## src/hw/rtl/odm_pkg.sv

```systemverilog
// ============================================================================
// odm_pkg
// Shared types and codes for the occupied density matrix block.
// ============================================================================
package odm_pkg;

    // fixed point layout of coefficients and results
    localparam int FRAC_BITS = 28;
    localparam int OUT_WIDTH = 48;

    // command kinds passed from front to back
    localparam logic [1:0] CMD_WRITE = 2'd0;
    localparam logic [1:0] CMD_ZERO  = 2'd1;
    localparam logic [1:0] CMD_BAD   = 2'd2;
    localparam logic [1:0] CMD_DOT   = 2'd3;

    // result status codes
    localparam logic [1:0] STATUS_OK  = 2'd0;
    localparam logic [1:0] STATUS_BAD = 2'd1;
    localparam logic [1:0] STATUS_SAT = 2'd2;

    // configuration register indexes
    localparam logic [1:0] REG_MODE      = 2'd0;
    localparam logic [1:0] REG_ELECTRONS = 2'd1;
    localparam logic [1:0] REG_SPIN_MULT = 2'd2;
    localparam logic [1:0] REG_ORBITALS  = 2'd3;

    // item opcodes and modes
    localparam logic OP_WRITE          = 1'b0;
    localparam logic OP_READ           = 1'b1;
    localparam logic MODE_RESTRICTED   = 1'b0;
    localparam logic MODE_UNRESTRICTED = 1'b1;

    // configuration as seen by the front part
    typedef struct packed {
        logic       mode;
        logic [7:0] electron_count;
        logic [7:0] spin_multiplicity;
        logic [6:0] orbital_count;
    } cfg_t;

    // one classified command
    typedef struct packed {
        logic [1:0]  kind;
        logic        spin;
        logic [5:0]  row;
        logic [5:0]  column;
        logic [31:0] coefficient;
        logic [6:0]  count;
        logic        dbl;
        logic        odd;
    } cmd_t;

endpackage

```

## src/hw/rtl/odm_front.sv

```systemverilog
// ============================================================================
// odm_front
// Input stage: takes items, checks settings and ranges, classifies them.
// ============================================================================
module odm_front #(
    parameter int MAX_ORBITALS = 64
) (
    input  logic          clk,
    input  logic          rst_n,
    input  logic          start,
    input  logic          opcode,
    input  logic          spin,
    input  logic [5:0]    row,
    input  logic [5:0]    column,
    input  logic [31:0]   coefficient,
    input  odm_pkg::cfg_t cfg,
    input  logic          q_full,
    output logic          busy,
    output logic          push,
    output odm_pkg::cmd_t cmd
);

    logic        in_v_reg;
    logic        in_v_next;
    logic        op_reg;
    logic        spin_reg;
    logic [5:0]  row_reg;
    logic [5:0]  col_reg;
    logic [31:0] coef_reg;

    logic        accept;
    logic        drop;
    logic        consume;
    logic [6:0]  norb;
    logic [8:0]  half_up;
    logic [8:0]  ne_sum;
    logic [7:0]  n_alpha;
    logic [7:0]  n_beta;
    logic [7:0]  n_occ;
    logic        bad;
    logic        out_of_range;
    logic        wr_in_range;

    // input handshake
    assign accept  = start && !busy;
    assign consume = in_v_reg && (drop || !q_full);
    assign busy    = in_v_reg && q_full && !drop;
    assign push    = in_v_reg && !drop && !q_full;

    always_comb
    begin
        in_v_next = in_v_reg;
        if (consume)
        begin
            in_v_next = 1'b0;
        end
        if (accept)
        begin
            in_v_next = 1'b1;
        end
    end

    always_ff @(posedge clk or negedge rst_n)
    begin
        if (!rst_n)
        begin
            in_v_reg <= 1'b0;
        end
        else
        begin
            in_v_reg <= in_v_next;
        end
    end

    // captured item
    always_ff @(posedge clk)
    begin
        if (accept)
        begin
            op_reg   <= opcode;
            spin_reg <= spin;
            row_reg  <= row;
            col_reg  <= column;
            coef_reg <= coefficient;
        end
    end

    // effective orbital count
    assign norb = (11'(cfg.orbital_count) > 11'(MAX_ORBITALS)) ?
                  7'(MAX_ORBITALS) : cfg.orbital_count;

    // occupied counts
    assign half_up = (9'(cfg.electron_count) + 9'd1) >> 1;
    assign ne_sum  = 9'(cfg.electron_count) + 9'(cfg.spin_multiplicity) - 9'd1;
    assign n_alpha = ne_sum[8:1];
    assign n_beta  = cfg.electron_count - n_alpha;
    assign n_occ   = spin_reg ? n_beta : n_alpha;

    // settings check
    always_comb
    begin
        if (cfg.mode == odm_pkg::MODE_RESTRICTED)
        begin
            bad = (half_up > 9'(norb));
        end
        else
        begin
            bad = (cfg.spin_multiplicity == 8'd0)
               || (9'(cfg.spin_multiplicity) > 9'(cfg.electron_count) + 9'd1)
               || (cfg.spin_multiplicity[0] == cfg.electron_count[0])
               || (n_alpha > 8'(norb));
        end
    end

    assign out_of_range = (row_reg >= 6'(norb) && norb <= 7'd63)
                       || (col_reg >= 6'(norb) && norb <= 7'd63);
    assign wr_in_range  = (11'(row_reg) < 11'(MAX_ORBITALS))
                       && (11'(col_reg) < 11'(MAX_ORBITALS));
    assign drop         = (op_reg == odm_pkg::OP_WRITE) && !wr_in_range;

    // classification
    always_comb
    begin
        cmd.spin        = spin_reg;
        cmd.row         = row_reg;
        cmd.column      = col_reg;
        cmd.coefficient = coef_reg;
        cmd.count       = 7'(n_occ);
        cmd.dbl         = 1'b0;
        cmd.odd         = 1'b0;
        if (op_reg == odm_pkg::OP_WRITE)
        begin
            cmd.kind = odm_pkg::CMD_WRITE;
        end
        else if (bad)
        begin
            cmd.kind = odm_pkg::CMD_BAD;
        end
        else if (out_of_range)
        begin
            cmd.kind = odm_pkg::CMD_ZERO;
        end
        else
        begin
            cmd.kind = odm_pkg::CMD_DOT;
            if (cfg.mode == odm_pkg::MODE_RESTRICTED)
            begin
                cmd.spin  = 1'b0;
                cmd.count = 7'(half_up);
                cmd.dbl   = 1'b1;
                cmd.odd   = cfg.electron_count[0];
            end
        end
    end

endmodule

```

## config.mk

```make
export PLATFORM = sky130hd
export DESIGN_NAME = odm_front
export DESIGN_NICKNAME = d
export VERILOG_FILES = /design/src/hw/rtl/odm_pkg.sv /design/src/hw/rtl/odm_front.sv
export SDC_FILE = /design/constraint.sdc
export NUM_CORES = 1
export LEC_CHECK = 0
export ABC_AREA = 1
export BUFFER_PORTS_ARGS = -buffer_cell sky130_fd_sc_hd__buf_2
export CORE_MARGIN = 8
export CORE_UTILIZATION = 25
export CTS_CLUSTER_DIAMETER = 60
export DETAILED_ROUTE_END_ITERATION = 8
export HOLD_SLACK_MARGIN = 0.03
export PLACE_DENSITY = 0.57
export SYNTH_ARGS = -nofsm -noshare
export SYNTH_HDL_FRONTEND = slang
export SYNTH_SLANG_ARGS = --single-unit
```

## constraint.sdc

```tcl
create_clock -name clk -period 4.58 [get_ports clk]
set_clock_uncertainty 0.1 [all_clocks]
set_input_delay 0.687 -clock clk [delete_from_list [all_inputs] [get_ports clk]]
set_output_delay 0.687 -clock clk [all_outputs]
set_load 0.02 [all_outputs]
```

==> flow_metrics.py <==
metrics = {
    "sta": {
        "fin_crit_ps": 4480,
        "worst_slew_margin_rel_pct": 60.06,
        "tns_ps": 0,
        "setup_viol": 0,
        "setup_ws_ps": 100.2,
        "slew_viol_final": 0,
        "worstMarginPinSlew_ps": 597.7,
        "timing.fmax_mhz": 223.2,
        "fin_crit_sh_pct": 97.81,
        "finalHoldViolCount": 0,
    },
    "synthesis": {
        "syn-cell-area_sq_mm": 0.003461,
        "synth.avg_cell_area_sq_um": 8.874,
        "yosys_warnings": 0,
        "syn_nets": 519,
        "synth.distinct_cells": 29,
        "synthCells": 390,
        "ys_seq_elements": 47,
        "seq_area_frac_synth_pct": 40.64,
    },
    "placement": {
        "dp_slack_ps": 46.57,
        "dp_cells": 711,
        "port-buffer-count": 131,
        "gp_congestion": 0.9211,
        "dp_hpwl_mm": 9.350,
    },
    "floorplan": {
        "coreArea_sq_mm": 0.01372,
        "ios": 132,
        "chipHeight_microns": 133.7,
        "start_util_pct": 25.23,
        "chipWidth_microns": 133.7,
        "rows": 43,
        "fp.dieArea_sq_mm": 0.01786,
    },
    "critical_path": {
        "critPathKind": "input pin to output port",
        "start_kind": "input pin",
        "worst_path_max_delay_cell": "fa_2",
        "path_buf_inv": 6,
        "cp-end-kind": "output port",
        "cp.depth": 26,
        "crit_fanout": 7,
        "worstPathRequired_ps": 3790,
        "reg2regPathDepth": 4,
        "arrival_ps": 3690,
        "max_stage_delay_ps": 390,
        "cpLargestDelayFamily": "simple AND/OR/NAND/NOR gates",
    },
    "clock_network": {
        "clock-sinks": 47,
        "worstSkewPairLatency_ps": 280,
        "cts_hold_buffers": 0,
        "clock_path_buffers": 2,
        "cts.clk_slew.worst_paths_ps": 60,
        "cts_root_buf": "clkbuf_16",
        "cts_max_level": 2,
        "cts_tree": "built",
        "numCtsBuffers": 5,
    },
    "routing": {
        "routed_wirelength_mm": 11.25,
        "drc_errors": 0,
        "viasPerCell": 4.485,
        "first_pass_iters": 4,
        "wl_per_cell_microns": 15.58,
        "drt_iter0_drc": 182,
        "num_vias": 3238,
        "antenna_left": 0,
    },
    "grt": {
        "grt_first_pass_wirelength_mm": 17.11,
        "grt_use_total_pct": 11.96,
        "grt_max_degree": 26,
        "grt_overflow": 0,
        "antenna_found_initial": 0,
        "grt_pass1_vias": 3458,
    },
    "final_layout": {
        "fill_cells": 1407,
        "instances_no_fill": 722,
        "layout.nets": 670,
        "final_core_util_pct": 35.84,
        "synthToLayoutAreaGrowth_pct": 42.08,
        "diodes": 0,
        "drive_gt1_share_pct": 38.19,
        "largest_register_ffs": 32,
    },
    "min_path": {
        "min_path_type": "input pin to async pin",
    },
    "pwr": {
        "vdd_drop_max_mv": 0.4028,
        "leakage_nw": 2.461,
        "power_density_mw_per_mm2": 327.8,
    },
    "outcome": {
        "status": "finished, final reports clean",
    },
    "run": {
        "cap_violations": 0,
    },
}
==> synthesized netlist by cell type (all sizes together) <==
master   n  share of area [%]
a21boi   1               0.22
xor2     8                2.0
nor2    23                2.9
nand4   10                2.2
o21ai   15                2.8
nand3b   3               0.65
fa       2                1.2
o211ai   2               0.43
a21o     2               0.43
a21oi   19                2.7
nor3     2               0.29
o21bai   2               0.43
buf      1               0.33
inv     81                8.8
ha      53                 19
dfrtp    1               0.72
a31oi    1               0.18
o21a     4               0.87
or2      1               0.18
nand2   93                 11
edfxtp  46                 40
nand3   20                2.9
==> report_power, final <==
part           switching (mW)  total, mW  internal (mW)
sequential             0.0106      0.512          0.501
combinational           0.372      0.636          0.263
clock                   0.152      0.465          0.313
total                   0.535       1.61           1.08
==> timing repair <==
action | in CTS | in global routing
endpoints found under the setup margin | 0 | 12
setup buffers | 0 | 2
resized for setup | 0 | 56
==> per-stage QoR <==
stage | hold WS (ps) | cell area [sq um] | power (mW)
detailed placement | 364.7 | 4433 | 1.056
finish | 66.94 | 4917 | 1.612
global route | 59.15 | 4917 | 1.713
CTS | 58.00 | 4622 | 1.526
global placement | 364.3 | 4433 | 1.044
floorplan | 291.4 | 3461 | 0.8773
==> cells by family after synthesis <==
group / Yosys count / synth area share [%]
AO/OA/AOI/OAI: 46 / 8.134
adder cells (fa/ha/maj): 55 / 20.32
AND/OR/NAND/NOR: 152 / 19.78
flip-flops: 47 / 40.64
XOR/XNOR: 8 / 2.025
buffers and inverters: 82 / 9.111
==> placed cells by master (no fill, tap or decap), types with 2 or more instances in the layout <==
master / count
buf_2: 124
nand2_1: 76
inv_1: 74
edfxtp_1: 46
ha_1: 45
nand3_1: 17
a21oi_1: 17
nor2_1: 15
buf_4: 14
nand2_2: 12
nand4_1: 9
o21ai_0: 8
ha_4: 8
inv_2: 7
xor2_1: 7
nor2_2: 7
clkbuf_16: 6
nand2_4: 5
buf_6: 5
o21a_1: 4
nand3_2: 3
nand3b_1: 3
o21ai_2: 3
o21ai_4: 3
nor3_1: 2
a21o_1: 2
o211ai_1: 2
bufinv_16: 2
==> final cells by class <==
class                   instances  area [sq um]  area share (%)
repair buffers                145         827.0           16.82
multi-input cells             261          1966           39.97
flip-flops and latches         47          1406           28.60
clock buffers                   6         128.9           2.621
clock inverters                 2         60.06           1.221
inverters                      81         304.0           6.183
well taps                     180         225.2           4.580
==> routing by layer <==
| metal | wire (microns) | vias up | global-route usage (%) | share of wire (%) |
|---|---|---|---|---|
| met5 | 0 | - | 0 | 0 |
| met4 | 180 | 0 | 3.868 | 1.6 |
| met3 | 1408 | 14 | 6.175 | 13 |
| met2 | 5061 | 165 | 19.18 | 45 |
| met1 | 4598 | 1467 | 13.46 | 41 |
| li1 | - | 1592 | - | - |
==> path summary, 6_finish.rpt <==
check	slack, ps	start	to
worst min register to register	410	in_v_reg$_DFFE_PN0P_	in_v_reg$_DFFE_PN0P_
worst min-delay path	70	rst_n	in_v_reg$_DFFE_PN0P_
worst max register to register	2690	in_v_reg$_DFFE_PN0P_	coef_reg[22]$_DFFE_PP_
max in group asynchronous	4230	rst_n	in_v_reg$_DFFE_PN0P_
min in group clk	410	in_v_reg$_DFFE_PN0P_	in_v_reg$_DFFE_PN0P_
worst max-delay path	100	cfg[8]	cmd[4]
Power figures use the tool's default switching activity.
