### config.mk
export PLATFORM = sky130hd
export DESIGN_NAME = odm_queue
export DESIGN_NICKNAME = d
export VERILOG_FILES = /design/src/hw/rtl/odm_pkg.sv /design/src/hw/rtl/odm_queue.sv
export SDC_FILE = /design/constraint.sdc
export NUM_CORES = 1
export LEC_CHECK = 0
export ABC_AREA = 1
export BUFFER_PORTS_ARGS = -buffer_cell sky130_fd_sc_hd__buf_4
export CORE_MARGIN = 2
export CORE_UTILIZATION = 45
export DETAILED_ROUTE_END_ITERATION = 16
export PLACE_DENSITY = 0.75
export SETUP_SLACK_MARGIN = 0.5
export SLEW_MARGIN = 20
export SYNTH_ARGS = -nofsm -noshare
export SYNTH_HDL_FRONTEND = slang
export SYNTH_SLANG_ARGS = --single-unit
### constraint.sdc
create_clock -name clk -period 8.22 [get_ports clk]
set_input_delay 1.644 -clock clk [delete_from_list [all_inputs] [get_ports clk]]
set_output_delay 1.644 -clock clk [all_outputs]
set_load 0.1 [all_outputs]
### src/hw/rtl/odm_pkg.sv
// ============================================================================
// odm_pkg
// Shared types and codes for the occupied density matrix block.
// ============================================================================
package odm_pkg;

    // fixed point layout of coefficients and results
    localparam int FRAC_BITS = 28;
    localparam int OUT_WIDTH = 48;

    // command kinds passed from front to back
    localparam logic [1:0] CMD_WRITE = 2'd0;
    localparam logic [1:0] CMD_ZERO  = 2'd1;
    localparam logic [1:0] CMD_BAD   = 2'd2;
    localparam logic [1:0] CMD_DOT   = 2'd3;

    // result status codes
    localparam logic [1:0] STATUS_OK  = 2'd0;
    localparam logic [1:0] STATUS_BAD = 2'd1;
    localparam logic [1:0] STATUS_SAT = 2'd2;

    // configuration register indexes
    localparam logic [1:0] REG_MODE      = 2'd0;
    localparam logic [1:0] REG_ELECTRONS = 2'd1;
    localparam logic [1:0] REG_SPIN_MULT = 2'd2;
    localparam logic [1:0] REG_ORBITALS  = 2'd3;

    // item opcodes and modes
    localparam logic OP_WRITE          = 1'b0;
    localparam logic OP_READ           = 1'b1;
    localparam logic MODE_RESTRICTED   = 1'b0;
    localparam logic MODE_UNRESTRICTED = 1'b1;

    // configuration as seen by the front part
    typedef struct packed {
        logic       mode;
        logic [7:0] electron_count;
        logic [7:0] spin_multiplicity;
        logic [6:0] orbital_count;
    } cfg_t;

    // one classified command
    typedef struct packed {
        logic [1:0]  kind;
        logic        spin;
        logic [5:0]  row;
        logic [5:0]  column;
        logic [31:0] coefficient;
        logic [6:0]  count;
        logic        dbl;
        logic        odd;
    } cmd_t;

endpackage

### src/hw/rtl/odm_queue.sv
// ============================================================================
// odm_queue
// Two-entry command queue between the front and back parts.
// ============================================================================
module odm_queue (
    input  logic          clk,
    input  logic          rst_n,
    input  logic          push,
    input  odm_pkg::cmd_t push_cmd,
    input  logic          pop,
    output odm_pkg::cmd_t head,
    output logic          full,
    output logic          empty
);

    localparam int DEPTH = 2;

    odm_pkg::cmd_t entry_reg [DEPTH];
    logic          wr_ptr_reg;
    logic          wr_ptr_next;
    logic          rd_ptr_reg;
    logic          rd_ptr_next;
    logic [1:0]    count_reg;
    logic [1:0]    count_next;

    assign full  = (count_reg == 2'(DEPTH));
    assign empty = (count_reg == 2'd0);
    assign head  = entry_reg[rd_ptr_reg];

    // pointer and fill count
    always_comb
    begin
        wr_ptr_next = push ? ~wr_ptr_reg : wr_ptr_reg;
        rd_ptr_next = pop ? ~rd_ptr_reg : rd_ptr_reg;
        count_next  = count_reg + (push ? 2'd1 : 2'd0) - (pop ? 2'd1 : 2'd0);
    end

    always_ff @(posedge clk or negedge rst_n)
    begin
        if (!rst_n)
        begin
            wr_ptr_reg <= 1'b0;
            rd_ptr_reg <= 1'b0;
            count_reg  <= 2'd0;
        end
        else
        begin
            wr_ptr_reg <= wr_ptr_next;
            rd_ptr_reg <= rd_ptr_next;
            count_reg  <= count_next;
        end
    end

    // entry storage
    always_ff @(posedge clk)
    begin
        if (push)
        begin
            entry_reg[wr_ptr_reg] <= push_cmd;
        end
    end

endmodule

==> PnR_summary.wiki, run 1 <==
{| class="wikitable"
! Metric !! Value
|-
| Total negative setup slack || 0 ns
|-
| Starting density of the core || between 40% and 50%
|-
| Post-synth top area share || 77.2%
|-
| Cell with the most instances after synthesis || sky130_fd_sc_hd__edfxtp_1
|-
| Headroom to the max-slew limit || 36.0%
|-
| Ys flop type || sky130_fd_sc_hd__edfxtp_1
|-
| R2R setup slack || between 6 and 7 ns
|-
| Routability cong. || just over 0.7
|-
| CTS tree || built
|-
| Worst-path clk slew || 0.06 ns
|-
| Critical path endpoint category || output pin
|-
| Clock root buffer || sky130_fd_sc_hd__clkbuf_8
|-
| Startpoint types || register
|-
| Floorplan row count || 35
|-
| All-Layer GR Usage || between 10 and 15%
|-
| Top-Level Pins || approximately 120
|-
| Max FFs per register || ~110
|-
| Vias after detailed routing || 2612
|-
| Dominant combinational cell family by area after synthesis || buffers and inverters
|-
| Most instantiated cells after synthesis || sky130_fd_sc_hd__edfxtp_1 (112), sky130_fd_sc_hd__inv_1 (63), sky130_fd_sc_hd__nand2_1 (62), sky130_fd_sc_hd__o21ai_0 (56)
|-
| Clock latency on the worst-skew pair || around 0.49 ns
|-
| Arrival time worst endpoint || 2.25 ns
|-
| Final design area excluding fillers || 5920 um2
|-
| Proportion of synthesized chip area in sequential cells || about four fifths
|-
| Ys async rst share || about 3.4%
|-
| Number of antenna violations at the first check in global routing || 0
|-
| Worst reg2reg endpoint || entry_reg[0][55]$_DFFE_PP_
|-
| Share of the synthesized netlist area taken by xor and xnor gates || less than 1%
|-
| Delay of the slowest critical-path stage || between 1 and 1.5 ns
|-
| Final Hold Vio Count || 0
|-
| Sinks on the clock net || 116
|-
| Smallest setup slack after layout || 4.33 ns
|-
| Clock buffer count from CTS || 17
|-
| Post-CTS Hold Buffers || 0
|-
| Post-route ant nets || 0
|-
| DRC violation total after the first TritonRoute iteration || between 70 and 80
|-
| Synthesis-to-layout area growth || 35.8%
|-
| Worst hold path class || reg2reg
|-
| Endpoint of the most critical setup path || head[13]
|-
| Antenna diode instance count || 0
|-
| Clock skew || about 0.011 ns
|-
| Final slew viol count || 0
|-
| Least-Margin Pin Slew || approximately 0.96 ns
|-
| Wire length of the first global-routing pass || approximately 12 mm
|-
| Run status || finished clean
|-
| Required time at the endpoint of the critical path || 6.58 ns
|-
| Reg-to-reg startpoint || wr_ptr_reg$_DFFE_PN0P_
|-
| Mean post-synth cell area || 13.8 um2
|-
| Setup-violating endpoint count in the final report || 0
|-
| Synth area leader || sky130_fd_sc_hd__edfxtp_1
|-
| WS Path Type || reg2out
|-
| Total of buffers placed on input and output ports || between 100 and 150
|-
| Max Clock Freq || between 0.2 and 0.3 GHz
|-
| Origin of the worst setup path || rd_ptr_reg$_DFFE_PN0P_
|-
| Final period utilization || a little under half
|-
| Residual DRC count || 0
|-
| Adder and majority gate portion of the synthesized area || 0.574%
|-
| CTS H-Tree Depth || 4
|-
| Pin count of the biggest net entering global routing || about 110
|-
| RSZ-0062 raised after global routing || false
|-
| CTS resizes || 0
|-
| Number of synthesis warnings || 0
|-
| Depth of the worst register-to-register path || 2
|-
| DIE AREA || 10500 um2
|-
| Fraction of final layout cells sized beyond drive strength 1 || 33.2%
|-
| Reported max-cap violation count || 0
|-
| Post-placement setup slack || roughly 4.9 ns
|-
| Dpl hpwl || slightly below 5 mm
|-
| Initial DRT Pass Iterations || 4
|-
| Largest fanout of any net on the critical path || approximately 110
|-
| Number of enable-type register cells in the synthesized netlist || 112
|-
| Number of instances in the synthesized netlist || around 320
|-
| Library cell contributing the largest single delay on the critical path || sky130_fd_sc_hd__dfrtp_4
|-
| Synth area leaders || sky130_fd_sc_hd__edfxtp_1 (77%), sky130_fd_sc_hd__o21ai_0 (6.4%), sky130_fd_sc_hd__inv_1 (5.4%)
|-
| Net Count, Synth || 379
|-
| Basic-gate share of the synthesized area counting and, or, nand and nor cells || 5.71%
|-
| Core Area || 9330 um2
|-
| Post-synthesis cell area || between 4000 and 5000 um2
|-
| Area of placed instances || between 5000 and 6000 um2
|-
| Core occupancy in the finished layout || a little under two thirds
|-
| Die Y-Extent || about 100 um
|-
| Number of setup buffers added after CTS || 0
|-
| Post-DR wirelength/cell || 13.0 um
|-
| Number of nets in the final layout || roughly 510
|-
| Gr ovfl total || 0
|-
| Maximum clock path buffer count || 2
|-
| Proportion of synthesized area in mux cells || 0%
|-
| Vias in the first global route || between 2000 and 3000
|-
| Cell-by-cell trace of the critical path || nand2_1 -> o21ai_0 -> buf_4
|-
| Die width || between 100 and 150 um
|-
| Fraction of the mapped netlist area in compound gates || 6.43%
|-
| Number of flip-flops and latches in the synthesized netlist || 116
|-
| Unique masters post-synth || 13
|-
| Total wirelength of the detailed-routed design || ~7.6 mm
|-
| Clock period minus final worst setup slack || about 3.9 ns
|-
| Post-DR vias/cell || around 4.5
|}
-- worst max-delay path, delay by kind of cell, from the launching register on --
| family | cells | cell delay, ns |
|---|---|---|
| simple gates | 1 | 0.13 |
| flops | 1 | 1.04 |
| buf+inv | 1 | 0.35 |
| compound gates | 1 | 0.16 |
-- stage by stage --
stage | hold WS (ns) | cells
2_1_floorplan | 0.463 | 317
3_3_place_gp | 0.542 | 553
3_5_place_dp | 0.554 | 553
4_1_cts | 0.564 | 584
5_1_grt | 0.591 | 584
6_report | 0.565 | 584
-- final cells by class --
type,instances,area [um2]
flip-flops and latches,116,3470
fillers,721,3410
repair buffers,119,893
multi-input cells,126,579
clock buffers,19,422
inverters,63,236
well taps,129,161
clock inverters,12,159
-- layout by cell type, fill, tap and decap left out --
master	n
sky130_fd_sc_hd__buf_4	119
sky130_fd_sc_hd__bufinv_16	3
sky130_fd_sc_hd__clkbuf_1	2
sky130_fd_sc_hd__clkbuf_16	16
sky130_fd_sc_hd__clkbuf_8	1
sky130_fd_sc_hd__clkinv_2	2
sky130_fd_sc_hd__clkinv_4	5
sky130_fd_sc_hd__clkinvlp_4	2
sky130_fd_sc_hd__dfrtp_1	3
sky130_fd_sc_hd__dfrtp_4	1
sky130_fd_sc_hd__edfxtp_1	112
sky130_fd_sc_hd__ha_1	2
sky130_fd_sc_hd__inv_1	62
sky130_fd_sc_hd__inv_2	1
sky130_fd_sc_hd__nand2_1	62
sky130_fd_sc_hd__nand3_1	1
sky130_fd_sc_hd__nor2_1	2
sky130_fd_sc_hd__nor2_4	1
sky130_fd_sc_hd__o21ai_0	56
sky130_fd_sc_hd__xor2_1	2
-- cell families after synthesis --
group	Yosys count
compound gates	56
xor+xnor	2
fa+ha+maj	2
buf+inv	75
flops	116
simple gates	66
-- metal layers --
layer	wire, um	up-vias	part of all wire [%]	track usage [%]
li1	-	1315	-	-
met1	3070	1223	40	16.1
met2	4080	70	54	26.4
met3	393	4	5.2	5.61
met4	44	0	0.58	5.85
met5	0	-	0	0
-- worst min-delay path by stage --
stage                     cells after the start  slack [ns]                endpoint                   start
final                                         1        0.56  wr_ptr_reg$_DFFE_PN0P_  wr_ptr_reg$_DFFE_PN0P_
after global routing                          1        0.59  wr_ptr_reg$_DFFE_PN0P_  wr_ptr_reg$_DFFE_PN0P_
after CTS                                     1        0.56  wr_ptr_reg$_DFFE_PN0P_  wr_ptr_reg$_DFFE_PN0P_
after detailed placement                      1        0.55  wr_ptr_reg$_DFFE_PN0P_  wr_ptr_reg$_DFFE_PN0P_
after global placement                        1        0.54  wr_ptr_reg$_DFFE_PN0P_  wr_ptr_reg$_DFFE_PN0P_
after floorplan                               1        0.46  wr_ptr_reg$_DFFE_PN0P_  wr_ptr_reg$_DFFE_PN0P_
Power of run 1 is not shown: default switching activity piles up to over one toggle a cycle in this logic, so the estimate is an artifact.
==> run 2: changes to the inputs <==
==> constraint.sdc (replaced) <==
create_clock -name clk -period 3.85 [get_ports clk]
set_input_delay 0.77 -clock clk [delete_from_list [all_inputs] [get_ports clk]]
set_output_delay 0.77 -clock clk [all_outputs]
set_load 0.1 [all_outputs]
==> run 2 against run 1 <==
Net effect: global-route usage is 0.29 points higher; final area shrank 0.85%; critical path depth unchanged.
==> PnR_summary.wiki, run 2 (synthesis gave the netlist of run 1 again) <==
{| class="wikitable"
! Metric !! Value
|-
| Clock period minus final worst setup slack || just over 3 ns
|-
| Max Clock Freq || 0.330 GHz
|-
| Total of buffers placed on input and output ports || 117
|-
| Number of setup buffers added after CTS || 0
|-
| Max FFs per register || 112
|-
| DIE AREA || 10500 um2
|-
| Routability cong. || 0.696
|-
| Maximum clock path buffer count || 2
|-
| Least-Margin Pin Slew || roughly 1.1 ns
|-
| Sinks on the clock net || 116
|-
| Worst hold slack || between 0.06 and 0.07 ns
|-
| Core Area || between 9000 and 10000 um2
|-
| Number of nets in the final layout || slightly above 500
|-
| Floorplan row count || 35
|-
| Required time at the endpoint of the critical path || about 3.1 ns
|-
| Final slew viol count || 0
|-
| Post-DR wirelength/cell || 13.1 um
|-
| Reported max-cap violation count || 0
|-
| R2R setup slack || between 2 and 2.5 ns
|-
| Fraction of final layout cells sized beyond drive strength 1 || between 30% and 40%
|-
| Clock root buffer || sky130_fd_sc_hd__clkbuf_8
|-
| Delay of the slowest critical-path stage || between 1 and 1.5 ns
|-
| Post-route ant nets || 0
|-
| All-Layer GR Usage || between 15 and 20%
|-
| Dpl hpwl || between 4 and 5 mm
|-
| Die width || between 100 and 150 um
|-
| Residual DRC count || 0
|-
| Run status || finished clean
|-
| Library cell contributing the largest single delay on the critical path || sky130_fd_sc_hd__dfrtp_4
|-
| Startpoint types || register
|-
| Most common cell after layout, fill and taps aside || sky130_fd_sc_hd__buf_4
|-
| Largest fanout of any net on the critical path || between 100 and 150
|-
| Total wirelength of the detailed-routed design || around 7.7 mm
|-
| Final design area excluding fillers || approximately 5900 um2
|-
| Vias in the first global route || between 2000 and 3000
|-
| Starting density of the core || 46.7%
|-
| Reg-to-reg startpoint || wr_ptr_reg$_DFFE_PN0P_
|-
| Worst reg2reg endpoint || entry_reg[0][41]$_DFFE_PP_
|-
| Top-Level Pins || roughly 120
|-
| CTS H-Tree Depth || 4
|-
| Headroom to the max-slew limit || between 20 and 30%
|-
| RSZ-0062 raised after global routing || false
|-
| DRC violation total after the first TritonRoute iteration || between 70 and 80
|-
| Worst-path clk slew || ~0.050 ns
|-
| Initial DRT Pass Iterations || 4
|-
| Setup-violating endpoint count in the final report || 0
|-
| Commonest cells after routing, fill and taps aside || sky130_fd_sc_hd__buf_4 (119), sky130_fd_sc_hd__edfxtp_1 (112), sky130_fd_sc_hd__inv_1 (62), sky130_fd_sc_hd__nand2_1 (62), sky130_fd_sc_hd__o21ai_1 (40)
|-
| Number of antenna violations at the first check in global routing || 0
|-
| Total negative setup slack || 0 ns
|-
| CTS tree || built
|-
| Pin count of the biggest net entering global routing || between 100 and 150
|-
| Depth of the worst register-to-register path || 2
|-
| Area of placed instances || about 5400 um2
|-
| Cell-by-cell trace of the critical path || nand2_1 -> o21ai_1 -> buf_4
|-
| Vias after detailed routing || 2628
|-
| Post-CTS Hold Buffers || 0
|-
| Wire length of the first global-routing pass || 11.8 mm
|-
| Clock latency on the worst-skew pair || roughly 0.50 ns
|-
| Clock skew || roughly 0.0057 ns
|-
| Post-DR vias/cell || roughly 4.5
|-
| Antenna diode instance count || 0
|-
| Clock buffer count from CTS || 17
|-
| Arrival time worst endpoint || between 2 and 2.5 ns
|-
| Gr ovfl total || 0
|-
| Critical path endpoint category || output pin
|-
| Die Y-Extent || slightly above 100 um
|-
| Synthesis-to-layout area growth || 34.6%
|-
| Final period utilization || about four fifths
|-
| WS Path Type || reg2out
|-
| Final Hold Vio Count || 0
|-
| Worst hold path class || in2async
|-
| CTS resizes || 0
|}
[run 2: cell count changes in the layout (fill, tap and decap cells not counted), sizes merged]
cell	previous run	this run
clkinvlp	2	4
clkbuf	19	18
buf	119	120
bufinv	3	1
[run 2: cell type report]
class | instances | area [um2]
flip-flops and latches | 116 | 3470
fillers | 707 | 3460
repair buffers | 120 | 913
multi-input cells | 126 | 579
clock buffers | 18 | 418
inverters | 63 | 236
well taps | 129 | 161
clock inverters | 12 | 92.6
[run 2: stage by stage]
step / setup slack (ns) / util, % / std cells
2_1_floorplan: 0.261 / - / 317
3_3_place_gp: 1.36 / 57.4 / 554
3_5_place_dp: 1.33 / 57.4 / 554
4_1_cts: 0.772 / 62.9 / 584
5_1_grt: 0.640 / 62.9 / 584
6_report: 0.817 / 62.9 / 584
[run 2: critical path: cells and delay by family, from the launching register on]
kind	cells	cell delay, ns
simple gates	1	0.10
buf+inv	1	0.33
compound gates	1	0.16
flops	1	1.08
[run 2: layer usage]
metal / GRT usage, % / vias up / share of wire [%]
li1: - / 1317 / -
met4: 7.38 / 0 / 1.5
met1: 17.6 / 1213 / 42
met2: 25.4 / 85 / 50
met5: 0 / - / 0
met3: 5.13 / 13 / 6.1
[run 2: worst max-delay path by stage]
stage | slack (ns) | to | cells after the start | from
finish | 0.82 | head[29] | 3 | rd_ptr_reg$_DFFE_PN0P_
global route | 0.64 | head[25] | 3 | rd_ptr_reg$_DFFE_PN0P_
CTS | 0.77 | head[2] | 3 | rd_ptr_reg$_DFFE_PN0P_
detailed placement | 1.33 | head[29] | 3 | rd_ptr_reg$_DFFE_PN0P_
global placement | 1.36 | head[0] | 2 | rd_ptr_reg$_DFFE_PN0P_
floorplan | 0.26 | head[51] | 3 | rd_ptr_reg$_DFFE_PN0P_
Power of run 2 is left out for the same reason.
